==> src/bole_pkg.sv <==
// ----------------------------------------------------------------------------
// Bounded ordered list engine package
// Shared widths, action codes and sequencer states.
// ----------------------------------------------------------------------------
package bole_pkg;

  localparam int DATA_W      = 32;
  localparam int ACT_W       = 3;
  localparam int POS_W       = 5;
  localparam int IN_TDATA_W  = 40;
  localparam int OUT_TDATA_W = 48;

  typedef enum logic [ACT_W-1:0] {
    ACT_INS_FRONT = 3'd0,
    ACT_INS_BACK  = 3'd1,
    ACT_INS_ORD   = 3'd2,
    ACT_REM_FRONT = 3'd3,
    ACT_REM_BACK  = 3'd4,
    ACT_REM_VAL   = 3'd5,
    ACT_READ      = 3'd6,
    ACT_FIND      = 3'd7
  } act_t;

  typedef enum logic [2:0] {
    ST_IDLE,
    ST_SCAN,
    ST_SHUP,
    ST_SHDN,
    ST_WRITE,
    ST_READ,
    ST_FIN
  } state_t;

endpackage

==> src/bole_ram.sv <==
// ----------------------------------------------------------------------------
// Bounded ordered list engine entry memory
// Single write port and single read port with a registered read.
// ----------------------------------------------------------------------------
module bole_ram #(
  parameter int DEPTH = 16,
  parameter int AW    = 4
) (
  input  logic                       clk,
  input  logic                       we,
  input  logic [AW-1:0]              wr_addr,
  input  logic [bole_pkg::DATA_W-1:0] wr_data,
  input  logic [AW-1:0]              rd_addr,
  output logic [bole_pkg::DATA_W-1:0] rd_data
);

  logic [bole_pkg::DATA_W-1:0] mem [DEPTH];

  always_ff @(posedge clk) begin
    if (we) begin
      mem[wr_addr] <= wr_data;
    end
  end

  always_ff @(posedge clk) begin
    rd_data <= mem[rd_addr];
  end

endmodule

==> src/bounded_ordered_list_engine.sv <==
// ----------------------------------------------------------------------------
// Bounded ordered list engine
// Ordered list of up to DEPTH signed values kept in one entry memory.
// ----------------------------------------------------------------------------
// Each request is handled on its own by a sequencer around the entry memory,
// which moves one entry per cycle through its single read and write port.
// Inserting at the back, removing at the back and reading a position need
// no scan or shift; inserting or removing at the front, ordered inserts,
// removals by value and finds grow with the list, since entries ahead of
// the insertion or removal point are scanned and those after it shifted.
// A new request is taken as soon as the previous result has been placed in
// the output register, even while that result still waits for its transfer.
module bounded_ordered_list_engine #(
  parameter int DEPTH = 16
) (
  input  logic                             clk,
  input  logic                             rst_n,
  input  logic                             in_tvalid,
  output logic                             in_tready,
  // item_value [31:0], position [36:32], zero fill above
  input  logic [bole_pkg::IN_TDATA_W-1:0]  in_tdata,
  // action [2:0]
  input  logic [bole_pkg::ACT_W-1:0]       in_tuser,
  output logic                             out_tvalid,
  input  logic                             out_tready,
  // ok [0], read_value [32:1], found_position [37:33], entry_count [42:38],
  // zero fill above
  output logic [bole_pkg::OUT_TDATA_W-1:0] out_tdata
);

  localparam int AW  = (DEPTH > 1) ? $clog2(DEPTH) : 1;
  localparam int CW  = $clog2(DEPTH + 1);
  localparam int PCW = (CW > bole_pkg::POS_W) ? CW : bole_pkg::POS_W;
  localparam int DW  = bole_pkg::DATA_W;
  localparam int PW  = bole_pkg::POS_W;

  bole_pkg::state_t state_r, state_nxt;
  bole_pkg::act_t   act_r, act_nxt;
  logic signed [DW-1:0] val_r, val_nxt;
  logic [AW-1:0]  ptr_r, ptr_nxt;
  logic [CW-1:0]  at_r, at_nxt;
  logic [CW-1:0]  count_r, count_nxt;
  logic           ok_r, ok_nxt;
  logic [DW-1:0]  rdv_r, rdv_nxt;
  logic [PW-1:0]  fp_r, fp_nxt;
  logic           out_valid_r, out_valid_nxt;
  logic [bole_pkg::OUT_TDATA_W-1:0] out_data_r, out_data_nxt;

  logic           we;
  logic [AW-1:0]  wr_addr;
  logic [DW-1:0]  wr_data;
  logic [AW-1:0]  rd_addr;
  logic [DW-1:0]  rd_data;

  logic           full, empty, hit, last, pos_ok;
  logic [CW-1:0]  ptr_ext, ptr_inc, cnt_dec;
  logic [PCW-1:0] pos_ext, pos_dec, ptr_inc_w;
  logic signed [DW-1:0] entry;
  logic [DW-1:0]  in_value;
  logic [PW-1:0]  in_pos;

  bole_ram #(
    .DEPTH (DEPTH),
    .AW    (AW)
  ) u_ram (
    .clk     (clk),
    .we      (we),
    .wr_addr (wr_addr),
    .wr_data (wr_data),
    .rd_addr (rd_addr),
    .rd_data (rd_data)
  );

  assign in_value   = in_tdata[DW-1:0];
  assign in_pos     = in_tdata[DW+PW-1:DW];
  assign in_tready  = (state_r == bole_pkg::ST_IDLE);
  assign out_tvalid = out_valid_r;
  assign out_tdata  = out_data_r;

  assign full      = (count_r == CW'(DEPTH));
  assign empty     = (count_r == '0);
  assign ptr_ext   = CW'(ptr_r);
  assign ptr_inc   = ptr_ext + CW'(1);
  assign ptr_inc_w = PCW'(ptr_inc);
  assign cnt_dec   = count_r - CW'(1);
  assign last      = (ptr_inc == count_r);
  assign pos_ext   = PCW'(in_pos);
  assign pos_dec   = pos_ext - PCW'(1);
  assign pos_ok    = (in_pos != '0) && (pos_ext <= PCW'(count_r));
  assign entry     = $signed(rd_data);

  always_comb begin
    if (act_r == bole_pkg::ACT_INS_ORD) begin
      hit = (ptr_r == '0) ? (entry > val_r) : (entry >= val_r);
    end else begin
      hit = (entry == val_r);
    end
  end

  always_comb begin
    state_nxt     = state_r;
    act_nxt       = act_r;
    val_nxt       = val_r;
    ptr_nxt       = ptr_r;
    at_nxt        = at_r;
    count_nxt     = count_r;
    ok_nxt        = ok_r;
    rdv_nxt       = rdv_r;
    fp_nxt        = fp_r;
    out_valid_nxt = out_valid_r;
    out_data_nxt  = out_data_r;
    we            = 1'b0;
    wr_addr       = ptr_r;
    wr_data       = rd_data;
    rd_addr       = ptr_r;

    if (out_valid_r && out_tready) begin
      out_valid_nxt = 1'b0;
    end

    unique case (state_r)
      bole_pkg::ST_IDLE: begin
        if (in_tvalid) begin
          act_nxt   = bole_pkg::act_t'(in_tuser);
          val_nxt   = $signed(in_value);
          ok_nxt    = 1'b0;
          rdv_nxt   = '0;
          fp_nxt    = '0;
          state_nxt = bole_pkg::ST_FIN;
          unique case (bole_pkg::act_t'(in_tuser))
            bole_pkg::ACT_INS_FRONT: begin
              at_nxt = '0;
              if (!full) begin
                if (empty) begin
                  state_nxt = bole_pkg::ST_WRITE;
                end else begin
                  rd_addr   = cnt_dec[AW-1:0];
                  ptr_nxt   = cnt_dec[AW-1:0];
                  state_nxt = bole_pkg::ST_SHUP;
                end
              end
            end
            bole_pkg::ACT_INS_BACK: begin
              at_nxt = count_r;
              if (!full) begin
                state_nxt = bole_pkg::ST_WRITE;
              end
            end
            bole_pkg::ACT_INS_ORD: begin
              at_nxt = '0;
              if (!full) begin
                if (empty) begin
                  state_nxt = bole_pkg::ST_WRITE;
                end else begin
                  rd_addr   = '0;
                  ptr_nxt   = '0;
                  state_nxt = bole_pkg::ST_SCAN;
                end
              end
            end
            bole_pkg::ACT_REM_FRONT: begin
              if (!empty) begin
                ok_nxt = 1'b1;
                if (count_r == CW'(1)) begin
                  count_nxt = cnt_dec;
                end else begin
                  rd_addr   = AW'(1);
                  ptr_nxt   = AW'(1);
                  state_nxt = bole_pkg::ST_SHDN;
                end
              end
            end
            bole_pkg::ACT_REM_BACK: begin
              if (!empty) begin
                ok_nxt    = 1'b1;
                count_nxt = cnt_dec;
              end
            end
            bole_pkg::ACT_REM_VAL,
            bole_pkg::ACT_FIND: begin
              if (!empty) begin
                rd_addr   = '0;
                ptr_nxt   = '0;
                state_nxt = bole_pkg::ST_SCAN;
              end
            end
            bole_pkg::ACT_READ: begin
              if (pos_ok) begin
                rd_addr   = pos_dec[AW-1:0];
                state_nxt = bole_pkg::ST_READ;
              end
            end
            default: begin
              state_nxt = bole_pkg::ST_FIN;
            end
          endcase
        end
      end

      bole_pkg::ST_SCAN: begin
        if (hit) begin
          priority case (act_r)
            bole_pkg::ACT_INS_ORD: begin
              at_nxt    = ptr_ext;
              rd_addr   = cnt_dec[AW-1:0];
              ptr_nxt   = cnt_dec[AW-1:0];
              state_nxt = bole_pkg::ST_SHUP;
            end
            bole_pkg::ACT_REM_VAL: begin
              ok_nxt = 1'b1;
              if (last) begin
                count_nxt = cnt_dec;
                state_nxt = bole_pkg::ST_FIN;
              end else begin
                rd_addr   = ptr_inc[AW-1:0];
                ptr_nxt   = ptr_inc[AW-1:0];
                state_nxt = bole_pkg::ST_SHDN;
              end
            end
            default: begin
              ok_nxt    = 1'b1;
              fp_nxt    = ptr_inc_w[PW-1:0];
              state_nxt = bole_pkg::ST_FIN;
            end
          endcase
        end else if (last) begin
          if (act_r == bole_pkg::ACT_INS_ORD) begin
            at_nxt    = count_r;
            state_nxt = bole_pkg::ST_WRITE;
          end else begin
            state_nxt = bole_pkg::ST_FIN;
          end
        end else begin
          rd_addr = ptr_inc[AW-1:0];
          ptr_nxt = ptr_inc[AW-1:0];
        end
      end

      bole_pkg::ST_SHUP: begin
        we      = 1'b1;
        wr_addr = ptr_inc[AW-1:0];
        wr_data = rd_data;
        if (ptr_ext == at_r) begin
          state_nxt = bole_pkg::ST_WRITE;
        end else begin
          rd_addr = ptr_r - AW'(1);
          ptr_nxt = ptr_r - AW'(1);
        end
      end

      bole_pkg::ST_SHDN: begin
        we      = 1'b1;
        wr_addr = ptr_r - AW'(1);
        wr_data = rd_data;
        if (last) begin
          count_nxt = cnt_dec;
          state_nxt = bole_pkg::ST_FIN;
        end else begin
          rd_addr = ptr_inc[AW-1:0];
          ptr_nxt = ptr_inc[AW-1:0];
        end
      end

      bole_pkg::ST_WRITE: begin
        we        = 1'b1;
        wr_addr   = at_r[AW-1:0];
        wr_data   = val_r;
        count_nxt = count_r + CW'(1);
        ok_nxt    = 1'b1;
        state_nxt = bole_pkg::ST_FIN;
      end

      bole_pkg::ST_READ: begin
        rdv_nxt   = rd_data;
        ok_nxt    = 1'b1;
        state_nxt = bole_pkg::ST_FIN;
      end

      bole_pkg::ST_FIN: begin
        if (!out_valid_r || out_tready) begin
          out_valid_nxt = 1'b1;
          out_data_nxt  = {{(bole_pkg::OUT_TDATA_W-DW-2*PW-1){1'b0}},
                           PW'(count_r), fp_r, rdv_r, ok_r};
          state_nxt     = bole_pkg::ST_IDLE;
        end
      end

      default: begin
        state_nxt = bole_pkg::ST_IDLE;
      end
    endcase
  end

  always_ff @(posedge clk) begin
    if (!rst_n) begin
      state_r     <= bole_pkg::ST_IDLE;
      count_r     <= '0;
      out_valid_r <= 1'b0;
    end else begin
      state_r     <= state_nxt;
      count_r     <= count_nxt;
      out_valid_r <= out_valid_nxt;
    end
  end

  always_ff @(posedge clk) begin
    act_r      <= act_nxt;
    val_r      <= val_nxt;
    ptr_r      <= ptr_nxt;
    at_r       <= at_nxt;
    ok_r       <= ok_nxt;
    rdv_r      <= rdv_nxt;
    fp_r       <= fp_nxt;
    out_data_r <= out_data_nxt;
  end

endmodule
==> config.mk <==
export PLATFORM = sky130hd
export DESIGN_NAME = bounded_ordered_list_engine
export DESIGN_NICKNAME = d
export VERILOG_FILES = /design/src/bole_pkg.sv /design/src/bole_ram.sv /design/src/bounded_ordered_list_engine.sv
export SDC_FILE = /design/constraint.sdc
export NUM_CORES = 1
export LEC_CHECK = 0
export BUFFER_PORTS_ARGS = -buffer_cell sky130_fd_sc_hd__buf_2
export CAP_MARGIN = 40
export CORE_MARGIN = 4
export CORE_UTILIZATION = 25
export DETAILED_ROUTE_END_ITERATION = 16
export PLACE_DENSITY = 0.48
export SLEW_MARGIN = 20
export SYNTH_ARGS = -nofsm -noshare
export SYNTH_HDL_FRONTEND = slang
export SYNTH_HIERARCHICAL = 1
export SYNTH_SLANG_ARGS = --single-unit
==> constraint.sdc <==
create_clock -name clk -period 7.8 [get_ports clk]
set_input_delay 1.56 -clock clk [delete_from_list [all_inputs] [get_ports clk]]
set_output_delay 1.56 -clock clk [all_outputs]
set_load 0.005 [all_outputs]
== Yosys cells after proc, flatten, opt, wreduce, memory -nomap -nowiden ==
Memory sizes are Yosys's and may differ from the RTL's. A register that Yosys moved wholly into a read port is not among the register bits.
Cells that the tools add are included.
Cells by class
  add/sub/neg operators: 5
  magnitude comparators: 3
  equal/unequal tests: 36
  mux-type cells: 75
  reductions and logical operators: 29
Operator list (count)
  $mux W5: 15
  $mux W32: 2
  $pmux W32 S2: 1
  $mux W4: 12
  $pmux W4 S4: 3
  $mux W3: 14
  $pmux W5 S2: 4
  $pmux W3 S6: 2
  $eq A32 B32 Y1: 1
  $ge A32 B32 Y1: 1
  $gt A32 B32 Y1: 1
  $eq A3 B3 Y1 const B: 8
  $pmux W4 S5: 1
  $pmux W5 S4: 1
  $ne A2 B2 Y1 const B: 8
  $eq A3 B2 Y1 const B: 5
  $mux W1: 13
  $ne A3 B3 Y1 const B: 4
  $pmux W4 S3: 1
  $reduce_and A5 Y1: 2
  $reduce_or A2 Y1: 5
  $pmux W4 S2: 1
  $reduce_and A4 Y1: 2
  $reduce_and A8 Y1: 1
  other kinds (30): 40
Storage, ports and cells
  register bits: 134
  RAM bits: 512
  bits of input ports: 47
  output and inout port bits: 50
  word-level logic and storage cells: 160
  memories kept: 1
Memories
  u_ram.mem: depth 16, width 32, rd ports 1, clocked after memory_dff 1, wr ports 1, RTL line bole_ram.sv:17  | logic [bole_pkg::DATA_W-1:0] mem [DEPTH];

== Longest topological paths before layout ==
Gate-level depths: netlist of run 1.
  depth after elaboration: 6
  gate-level depth with buffers: 16
  mapped depth without buffers: 13

== By module ==
Netlist of run 1, hierarchy kept.
By module, submodules not included
  bole_ram: instances 1, cells each 838, area an instance 19835.3 µm², seq. area each 16015.4 µm²
  bounded_ordered_list_engine: instances 1, cells each 732, area an instance 7563.5 µm², seq. area each 3933.8 µm²

== Worst setup path after synthesis of run 1 ==
Ideal clock, no wire load.
  kind: input -> register
  start: in out_tready
  end: reg out_data_r (netlist bit out_tdata[0]), enable pin
  library setup time: 0.550 ns
  arrival: 5.707 ns
  data required time: 7.250 ns
  setup slack: 1.543 ns
  cell stages on the path: 2
  buffers on the path: 0
  cells stage by stage: nor2b_1 nor4_1
Between the ends
  cells in the longest elaborated chain, start to end: 2
RTL lines
  start, declared: RTL line bounded_ordered_list_engine.sv:25  | input logic out_tready,
  $logic_or A1 B1 Y1: RTL line bounded_ordered_list_engine.sv:280  | if (!out_valid_r || out_tready) begin
  $reduce_and A2 Y1 (no source line)
  end signal, assigned: RTL line bounded_ordered_list_engine.sv:314  | out_data_r <= out_data_nxt;
  end, declared: RTL line bounded_ordered_list_engine.sv:47  | logic [bole_pkg::OUT_TDATA_W-1:0] out_data_r, out_data_nxt;
Every way passes these cells.
A chain may end at the register's enable or synchronous reset.

== Worst setup path after layout of run 1 ==
  start: reg u_ram/rd_data[15] (netlist bit), read port of u_ram.mem
  end: reg u_ram/rd_data[16] (netlist bit), read port of u_ram.mem
Between the ends
  cells in the longest elaborated chain, start to end: 5
  elaborated cells on any way between the ends: 7
  those cells by class: order compare (2); eq/ne (1); mux (4)
RTL lines
  start, declared: RTL line bole_ram.sv:14  | output logic [bole_pkg::DATA_W-1:0] rd_data
  $ge A32 B32 Y1 / $gt A32 B32 Y1 (equally long branches): RTL line bounded_ordered_list_engine.sv:94  | hit = (ptr_r == '0) ? (entry > val_r) : (entry >= val_r);
  $mux W1: RTL line bounded_ordered_list_engine.sv:94
  $mux W1 *: RTL line bounded_ordered_list_engine.sv:93  | if (act_r == bole_pkg::ACT_INS_ORD) begin
  $mux W4 *
  $pmux W4 S4 *: RTL line bounded_ordered_list_engine.sv:121  | unique case (state_r)
  net rd_addr[3]: RTL line bounded_ordered_list_engine.sv:52  | logic [AW-1:0] rd_addr;
Mark *: on every way through the listed nets, which the timed path passes. The rest lies on a longest branch.

==> results.yml, run 1 <==
yosys:
  ys_seq_elements: 678
  synth_edf_count: 637
  synth_area_leaders: "edfxtp_1 70%, mux4_2 11%, dfxtp_1 3.0%"
  synth_top_area_frac: 0.698
  synthFlopType: "edfxtp_1"
  yosys.area.top_type: "edfxtp_1"
  ys_types: 79
  synth_common_cells: "637 x edfxtp_1, 128 x mux4_2, 123 x nand2_1, 70 x a22oi_1, 59 x nor2_1"
  synth_area_mm2: 0.0274
  synth_warnings: 6
  netlist_instances: 1570
  yosysMostFrequentCell: "edfxtp_1"
  synth-seq-area-share: 0.728
  avgSynthCellArea_um2: 17.5
  async_flop_share: 0
sta:
  setup_viol: 0
  max_freq_ghz: 0.183
  final.period_utilization: 0.701
  tns_ns: 0
  skew_ns: 0.0330
  min_period_ns: 5.47
  worst-slew-pin-transition_ns: 1.04
  slew_viol_final: 0
  hold_viol_final: 0
  fin_ws_ns: 2.33
  rsz0062_at_grt: "no"
  hold_ws_ns: 0.419
  timing.slew.headroom: 0.306
layout:
  final_util: 0.299
  final_nets: 1822
  drive_above_1_share: 0.249
  syn_to_final_growth_pct: 18.7
power_and_ir_drop:
  finalPower_uw: 15100
  seq_power_share: 0.370
  peakVddDrop_v: 0.000528
  switchingPower_uw: 5420
  p_leak_uw: 0.0109
  p_per_area_mw_per_mm2: 463
  p_sw_frac: 0.360
  power_frac_comb: 0.404
  pwr-share-clk: 0.226
  p_int_uw: 9650
drt:
  ant_nets: 0
  dr.pass1.iters: 6
  drt-initial-drc-count: 1500
  drcViolationCount: 0
  wirelength_mm: 74.0
  via_per_inst: 4.68
  wire_per_inst_um: 23.1
  num_vias: 15000
global_routing:
  grt_pass1_wl_mm: 108
  grt_pass1_vias: 15400
  antenna_found_initial: 6
  grt_remaining_overflow: 0
  grt_max_degree: 129
  grtUsageTotal: 0.127
worst_setup_path:
  critPathArrivalTime_ns: 6.01
  worstPathMaxFanout: 20
  crit_type: "register to register"
  cp_num_buf_inv: 1
  cp_slowest_cell: "nor4_2"
  cp_cell_sequence: "ha_1 > nand4_1 > nor4_2 > nand2_2 > a221oi_4 > and2_1 > mux2i_1 > o211ai_1 > nor2b_4 > buf_4 > a22oi_1 > nand2_1"
  max_stage_delay_ns: 0.86
  critPathTopFamily: "simple AND/OR/NAND/NOR gates"
  critPathCaptureType: "register"
  critPathLaunchType: "register"
  crit_required_ns: 8.34
die:
  die_h_um: 339
  start_util: 0.252
  core_area_mm2: 0.109
  num_io_pins: 97
  num_rows: 121
  die-area_mm2: 0.115
  die_w_um: 339
clock_tree:
  ctsResizeCount: 0
  postCtsHoldBufs: 0
  cts_max_level: 3
  path_clk_slew_ns: 0.06
  clock_sink_count: 678
  cts_buffers: 75
  clock_path_buffers: 3
  clockRootBuffer: "clkbuf_16"
  clk_latency_ns: 0.63
  cts_tree: "done"
  cts_setup_buffers: 0
worst_hold_path:
  hold_class: "register to register"
placed_design:
  place.gp.congestion: 0.846
  io_buffers: 88
  post-dp-hpwl_mm: 42.7
  dp_slack_ns: 2.22
outcome:
  status: "finished, final reports clean"
run:
  drv_cap: 0
power by group through the flow:
stage | Sequential [µW] | Combinational, µW | Clock [µW]
after floorplan | 5510 | 4030 | 0
after global placement | 5650 | 5960 | 0
after detailed placement | 5670 | 6100 | 0
after CTS | 5600 | 6120 | 3510
after global routing | 5630 | 6650 | 3670
final | 5570 | 6080 | 3410
cells by family after synthesis:
logic type / after synthesis / share of synthesized area
flip-flops: 678 / 0.728
AND/OR/NAND/NOR: 314 / 0.0552
AO/OA/AOI/OAI: 234 / 0.0580
multiplexers: 140 / 0.110
buffers and inverters: 139 / 0.0219
adder cells (fa/ha/maj): 44 / 0.0201
XOR/XNOR: 20 / 0.00690
other: 1 / 0.000137
placed cells by master, fill, tap and decap left out, types with 9 or more instances in the layout:
master / instances
edfxtp_1: 637
mux4_2: 128
nand2_1: 122
buf_2: 91
clkbuf_16: 75
a22oi_1: 70
buf_4: 65
o21ai_0: 51
inv_1: 50
nor2_1: 45
ha_1: 44
dfxtp_1: 40
a21oi_1: 38
and3_1: 34
clkbuf_1: 20
nor3_1: 17
nand3_1: 15
nor2_4: 14
nand4_1: 13
xnor2_1: 12
clkbuf_8: 12
clkinv_2: 12
mux2i_1: 11
clkinv_1: 9
nor4_1: 9
a31oi_1: 9
registers in the layout, summed over array words and instances (netlist names), 4 cells and up:
register and cells:
at_r 5, rdv_r 32, u_ram/mem 512, fp_r 5, val_r 32, u_ram/rd_data 32
count_r 5, out_tdata 43, ptr_r 4
stage by stage:
stage	cell area [µm²]	instances
2_1_floorplan	27400	1574
3_3_place_gp	30000	3056
3_5_place_dp	30100	3062
4_1_cts	32500	3199
5_1_grt	32500	3205
6_report	32500	3206
area by class of cell:
| cell class | count | area, µm² |
|---|---|---|
| diodes | 1 | 2.50 |
| clock buffers | 107 | 2120 |
| clock inverters | 30 | 285 |
| fillers | 10600 | 76300 |
| inverters | 52 | 195 |
| multi-input cells | 757 | 7040 |
| flip-flops and latches | 678 | 20000 |
| well taps | 1414 | 1770 |
| repair buffers | 167 | 1160 |
per-layer routing:
layer  GRT usage  vias to the layer above  wire (µm)
li1            -                     6604          -
met1       0.180                     7798      34000
met2       0.197                      498      33700
met3      0.0275                       99       4690
met4      0.0337                        0       1620
met5           0                        -          0
worst paths after layout:
kind | cells after the start | slack (ns) | start | end
setup / recovery | 12 | 2.33 | u_ram/rd_data[15] | u_ram/rd_data[16]
hold / removal | 0 | 0.42 | fp_r[2] | out_tdata[35]
setup reg to reg | 12 | 2.33 | u_ram/rd_data[15] | u_ram/rd_data[16]
hold reg to reg | 0 | 0.42 | fp_r[2] | out_tdata[35]
worst register-to-register path, stage by stage (launching register included):
cell	delay (ns)
dfxtp_1	0.38
ha_1	0.40
nand4_1	0.38
nor4_2	0.86
nand2_2	0.25
a221oi_4	0.44
and2_1	0.43
mux2i_1	0.21
o211ai_1	0.54
nor2b_4	0.67
buf_4	0.50
a22oi_1	0.20
nand2_1	0.13
(Power assumes the default switching activity.)
==> run 2, diff against run 1 <==
ABC_AREA = 1   (was default)
PLACE_DENSITY = 0.49   (was 0.48)
clock period = 4.7 ns   (was 7.8 ns; I/O delays follow)
==> results.yml, run 2 <==
drt:
  ant_nets: 0
  wirelength_mm: 80.3
  wl_met1_mm: 36.0
  drcViolationCount: 0
  wire_per_inst_um: 17.0
  drt-initial-drc-count: 1488
  dr.pass1.iters: 6
  num_vias: 19900
  via_per_inst: 4.20
  dr_wl_met3_mm: 3.42
  dr_wl_met2_mm: 39.4
  topRoutingLayerUsed: "met4"
yosys:
  avgSynthCellArea_um2: 10.3
  synth.area.mux_share: 0
  ys_seq_elements: 678
  synth_common_cells: "859 x nand2_1, 637 x edfxtp_1, 513 x inv_1, 426 x nand3_1, 90 x nor2_1"
  yosysMostFrequentCell: "nand2_1"
  synth-seq-area-share: 0.661
  synth_area_leaders: "edfxtp_1 63%, nand2_1 11%, nand3_1 7.1%"
  synth_compound_area_frac: 0.0248
  synth_edf_count: 637
  synth_area_mm2: 0.0302
  synth_top_family_by_area: "simple AND/OR/NAND/NOR gates"
  ys_types: 51
  yosys.area.top_type: "edfxtp_1"
  async_flop_share: 0
  synthFlopType: "edfxtp_1"
  synth-adder-area-share: 0.0182
  synth_warnings: 6
  synth_xor_area_frac: 0.00551
  synth_top_area_frac: 0.634
  netlist_instances: 2936
  synth-simple-area-share: 0.197
sta:
  slew_viol_final: 0
  skew_ns: 0.0244
  timing.slew.headroom: 0.458
  max_freq_ghz: 0.251
  setup_viol: 0
  worst-slew-pin-transition_ns: 0.811
  final.period_utilization: 0.847
  rsz0062_at_grt: "no"
  tns_ns: 0
  hold_ws_ns: 0.416
  hold_viol_final: 0
  min_period_ns: 3.98
layout:
  mostFrequentLayoutCells: "858 x nand2_1, 637 x edfxtp_1, 511 x inv_1, 426 x nand3_1, 88 x buf_2"
  n_antenna_cell: 0
  syn_to_final_growth_pct: 17.0
  final_common_cell: "nand2_1"
  fill_cells: 12400
  final_nets: 3158
  final_util: 0.295
  largest_register: "u_ram/mem"
  largest_register_ffs: 512
  multi_input_area_mm2: 0.00758
  seq_area_mm2: 0.0199
  drive_above_1_share: 0.105
die:
  die_h_um: 355
  num_io_pins: 97
  die-area_mm2: 0.126
  die_w_um: 355
  num_rows: 127
  core_area_mm2: 0.120
  start_util: 0.252
global_routing:
  grt_max_degree: 101
  grt_pass1_vias: 19100
  grt_pass1_wl_mm: 121
  grt_remaining_overflow: 0
  antenna_found_initial: 0
  grtUsageTotal: 0.125
clock_tree:
  cts_max_level: 3
  clk_latency_ns: 0.62
  path_clk_slew_ns: 0.06
  cts_setup_buffers: 0
  cts_buffers: 70
  clock_path_buffers: 3
  cts_tree: "done"
  clock_sink_count: 678
  ctsResizeCount: 0
  clockRootBuffer: "clkbuf_16"
  postCtsHoldBufs: 0
run:
  drv_cap: 0
worst_setup_path:
  critPathCaptureType: "register"
  crit_required_ns: 5.26
  crit_type: "register to register"
  critPathArrivalTime_ns: 4.54
  critPathLaunchType: "register"
  worstPathMaxFanout: 95
placed_design:
  place.gp.congestion: 0.871
  io_buffers: 88
  post-dp-hpwl_mm: 46.7
worst_hold_path:
  hold_class: "register to register"
outcome:
  status: "finished, final reports clean"
==> run 2: cell count changes after synthesis, moves of 10 or more <==
cell      previous run  this run
buf_2                9        52
mux2i_1             11         0
nor3_1              21         5
mux4_2             128         0
buf_6                2        27
nor2_1              59        90
clkbuf_1            47        16
a22oi_1             70         0
nor4_1              10         0
nand2_1            123       859
and3_1              34         1
inv_1               51       513
nand3_1             15       426
==> run 2: cells by family after synthesis <==
group           after synthesis
simple gates               1411
flops                       678
buf+inv                     649
compound gates              134
fa+ha+maj                    44
xor+xnor                     19
other cells                   1
==> run 2: metrics by stage <==
stage | instance area, µm² | setup WS (ns) | instances
floorplan | 30200 | 0.842 | 2940
global placement | 33000 | 0.646 | 4598
detailed placement | 33100 | 0.651 | 4606
CTS | 35300 | 0.622 | 4734
global route | 35300 | 0.368 | 4735
finish | 35300 | 0.718 | 4735
==> run 2: path summary, 6_finish.rpt <==
kind	to	cells past startpoint	startpoint	slack, ns
max reg2reg	u_ram/rd_data[6]	21	val_r[11]	0.72
max	u_ram/rd_data[6]	21	val_r[11]	0.72
min reg2reg	out_tdata[16]	0	rdv_r[15]	0.42
min	out_tdata[16]	0	rdv_r[15]	0.42
==> run 2: cell type report <==
| class | instances | share of cell area |
|---|---|---|
| Sequential cell | 678 | 0.565 |
| Multi-Input combinational cell | 1613 | 0.215 |
| Tap cell | 1612 | 0.0571 |
| Clock buffer | 97 | 0.0558 |
| Inverter | 520 | 0.0556 |
| Timing Repair Buffer | 184 | 0.0439 |
| Clock inverter | 31 | 0.00773 |
==> run 2: routing by layer <==
metal | GRT usage | vias up
met1 | 0.164 | 9563
met4 | 0.0342 | 0
li1 | - | 9821
met2 | 0.218 | 427
met3 | 0.0152 | 90
met5 | 0 | -
==> run 2: critical path, cell delays in order, from the launching register on <==
cell and delay [ns]:
edfxtp_1 0.41, inv_1 0.07, ha_1 0.29, nand2_1 0.05, inv_1 0.06, nand3_1 0.11
nor3_1 0.42, nand2_1 0.10, nand2_1 0.12, nand2_1 0.11, nand3_1 0.09, nand3_2 0.15
nand2_2 0.21, nand2_1 0.08, nand3_1 0.10, nand4_1 0.39, inv_4 0.18, buf_12 0.47
nand3_1 0.15, nand3_1 0.09, nand3_1 0.12, nand2_1 0.10
Power of run 2 is not shown: default switching activity piles up to over one toggle a cycle in this logic, so the estimate is an artifact.
==> run 3, diff against run 2 <==
clock period = 3.28 ns   (was 4.7 ns; I/O delays follow)
==> results.yml, run 3 (synthesis results as in run 2) <==
outcome:
  status: "finished with violations"
  violations: "setup timing"
global_routing:
  grt_pass1_wl_mm: 132
  grt_max_degree: 44
  use_met1: 0.193
  grt_use_met2: 0.226
  grtUsageTotal: 0.140
  grt_remaining_overflow: 0
  grt_pass1_vias: 20000
  top_usage_layer: "met2"
  antenna_found_initial: 3
  grtUsageMet3: 0.0226
die:
  core_area_mm2: 0.120
  die_h_um: 355
  num_rows: 127
  num_io_pins: 97
  die_w_um: 355
  die-area_mm2: 0.126
  start_util: 0.252
worst_setup_path:
  critPathArrivalTime_ns: 3.87
  worstPathMaxFanout: 8
  max_stage_delay_ns: 0.48
  crit_required_ns: 3.78
  cp_num_buf_inv: 7
  critPathLaunchType: "register"
  crit_type: "register to register"
  critPathTopFamily: "simple AND/OR/NAND/NOR gates"
  cp_cell_sequence: "inv_2 > ha_4 > nand2_2 > inv_2 > nand3_2 > nor3_2 > buf_4 > nor3b_4 > o21ai_2 > nand2_4 > nand2_2 > nand2_2 > nand3_2 > nand4_1 > buf_6 > buf_6 > buf_12 > clkbuf_16 > nand2_1 > nand3_1 > nand3_1 > nand3_1 > nand2_1"
  critPathCaptureType: "register"
  cp_slowest_cell: "edfxtp_1"
sta:
  rsz0062_at_grt: "yes"
  slew_viol_final: 0
  fin_ws_ns: -0.0908
  min_period_ns: 3.37
  worst-slew-pin-transition_ns: 0.792
  final.period_utilization: 1.03
  setup_viol: 28
  hold_viol_final: 0
  timing.slew.headroom: 0.472
  skew_ns: 0.0340
  max_freq_ghz: 0.297
clock_tree:
  path_clk_slew_ns: 0.06
  postCtsHoldBufs: 0
  cts_tree: "done"
  clk_latency_ns: 0.63
  cts_max_level: 3
  clock_path_buffers: 3
  clockRootBuffer: "clkbuf_16"
  cts_buffers: 77
  clock_sink_count: 678
placed_design:
  dp_slack_ns: -0.332
  io_buffers: 88
  place.gp.congestion: 0.871
  post-dp-hpwl_mm: 51.2
layout:
  final_util: 0.328
  drive_above_1_share: 0.217
  final_common_cell: "nand2_1"
  mostFrequentLayoutCells: "769 x nand2_1, 637 x edfxtp_1, 507 x inv_1, 344 x nand3_1, 148 x buf_4"
  final_nets: 3349
  n_antenna_cell: 0
  largest_register: "u_ram/mem"
  syn_to_final_growth_pct: 30.3
  largest_register_ffs: 512
worst_hold_path:
  hold_class: "primary input to register"
run:
  drv_cap: 0
drt:
  num_vias: 21400
  wirelength_mm: 91.6
  wire_per_inst_um: 18.6
  dr.pass1.iters: 5
  via_per_inst: 4.33
  drcViolationCount: 0
  drt-initial-drc-count: 1624
  ant_nets: 0
==> run 3: cell count changes in the layout (fill, tap and decap cells not counted), sizes merged <==
cell and change:
clkbuf +26, clkinv +6, bufinv +2, inv -1
buf +162, clkinvlp +2
==> run 3: final timing paths <==
path	startpoint	slack [ns]	end	cells past startpoint
min reg2reg	rdv_r[17]	0.40	out_tdata[18]	0
max reg2reg	val_r[11]	-0.09	u_ram/rd_data[6]	23
min	in_tdata[31]	0.20	val_r[31]	1
max	val_r[11]	-0.09	u_ram/rd_data[6]	23
==> run 3: area by class of cell <==
| cell class | count | area, µm² |
|---|---|---|
| Tap cell | 1612 | 2020 |
| Clock buffer | 103 | 2090 |
| Sequential cell | 678 | 19900 |
| Multi-Input combinational cell | 1613 | 8450 |
| Inverter | 520 | 2010 |
| Timing Repair inverter | 2 | 46.3 |
| Clock inverter | 38 | 360 |
| Fill cell | 12100 | 80500 |
| Timing Repair Buffer | 366 | 4410 |
==> run 3: routing by layer <==
metal / routed length [µm] / vias to the layer above
li1: - / 10300
met1: 41400 / 10300
met2: 42600 / 644
met3: 5190 / 146
met4: 2430 / 0
met5: 0 / -
==> run 3: metrics by stage <==
step / std cells / TNS, ns / instance area [µm²] / hold WS (ns)
floorplan: 2940 / -41.03 / 30200 / 0.400
global placement: 4710 / -7.91 / 34200 / 0.401
detailed placement: 4710 / -8.53 / 34200 / 0.405
CTS: 4911 / -0.423 / 38200 / 0.165
global route: 4932 / -7.60 / 39300 / 0.170
finish: 4932 / -1.19 / 39300 / 0.200
==> run 3: timing repair <==
action / in CTS / in global routing
pin swaps: 19 / 82
setup endpoints to repair: 32 / 32
buffers inserted: 34 / 7
cloned: 27 / 21
resized for setup: 118 / 190
endpoints found under the hold margin: 0 / 0
Power of run 3 is left out for the same reason.
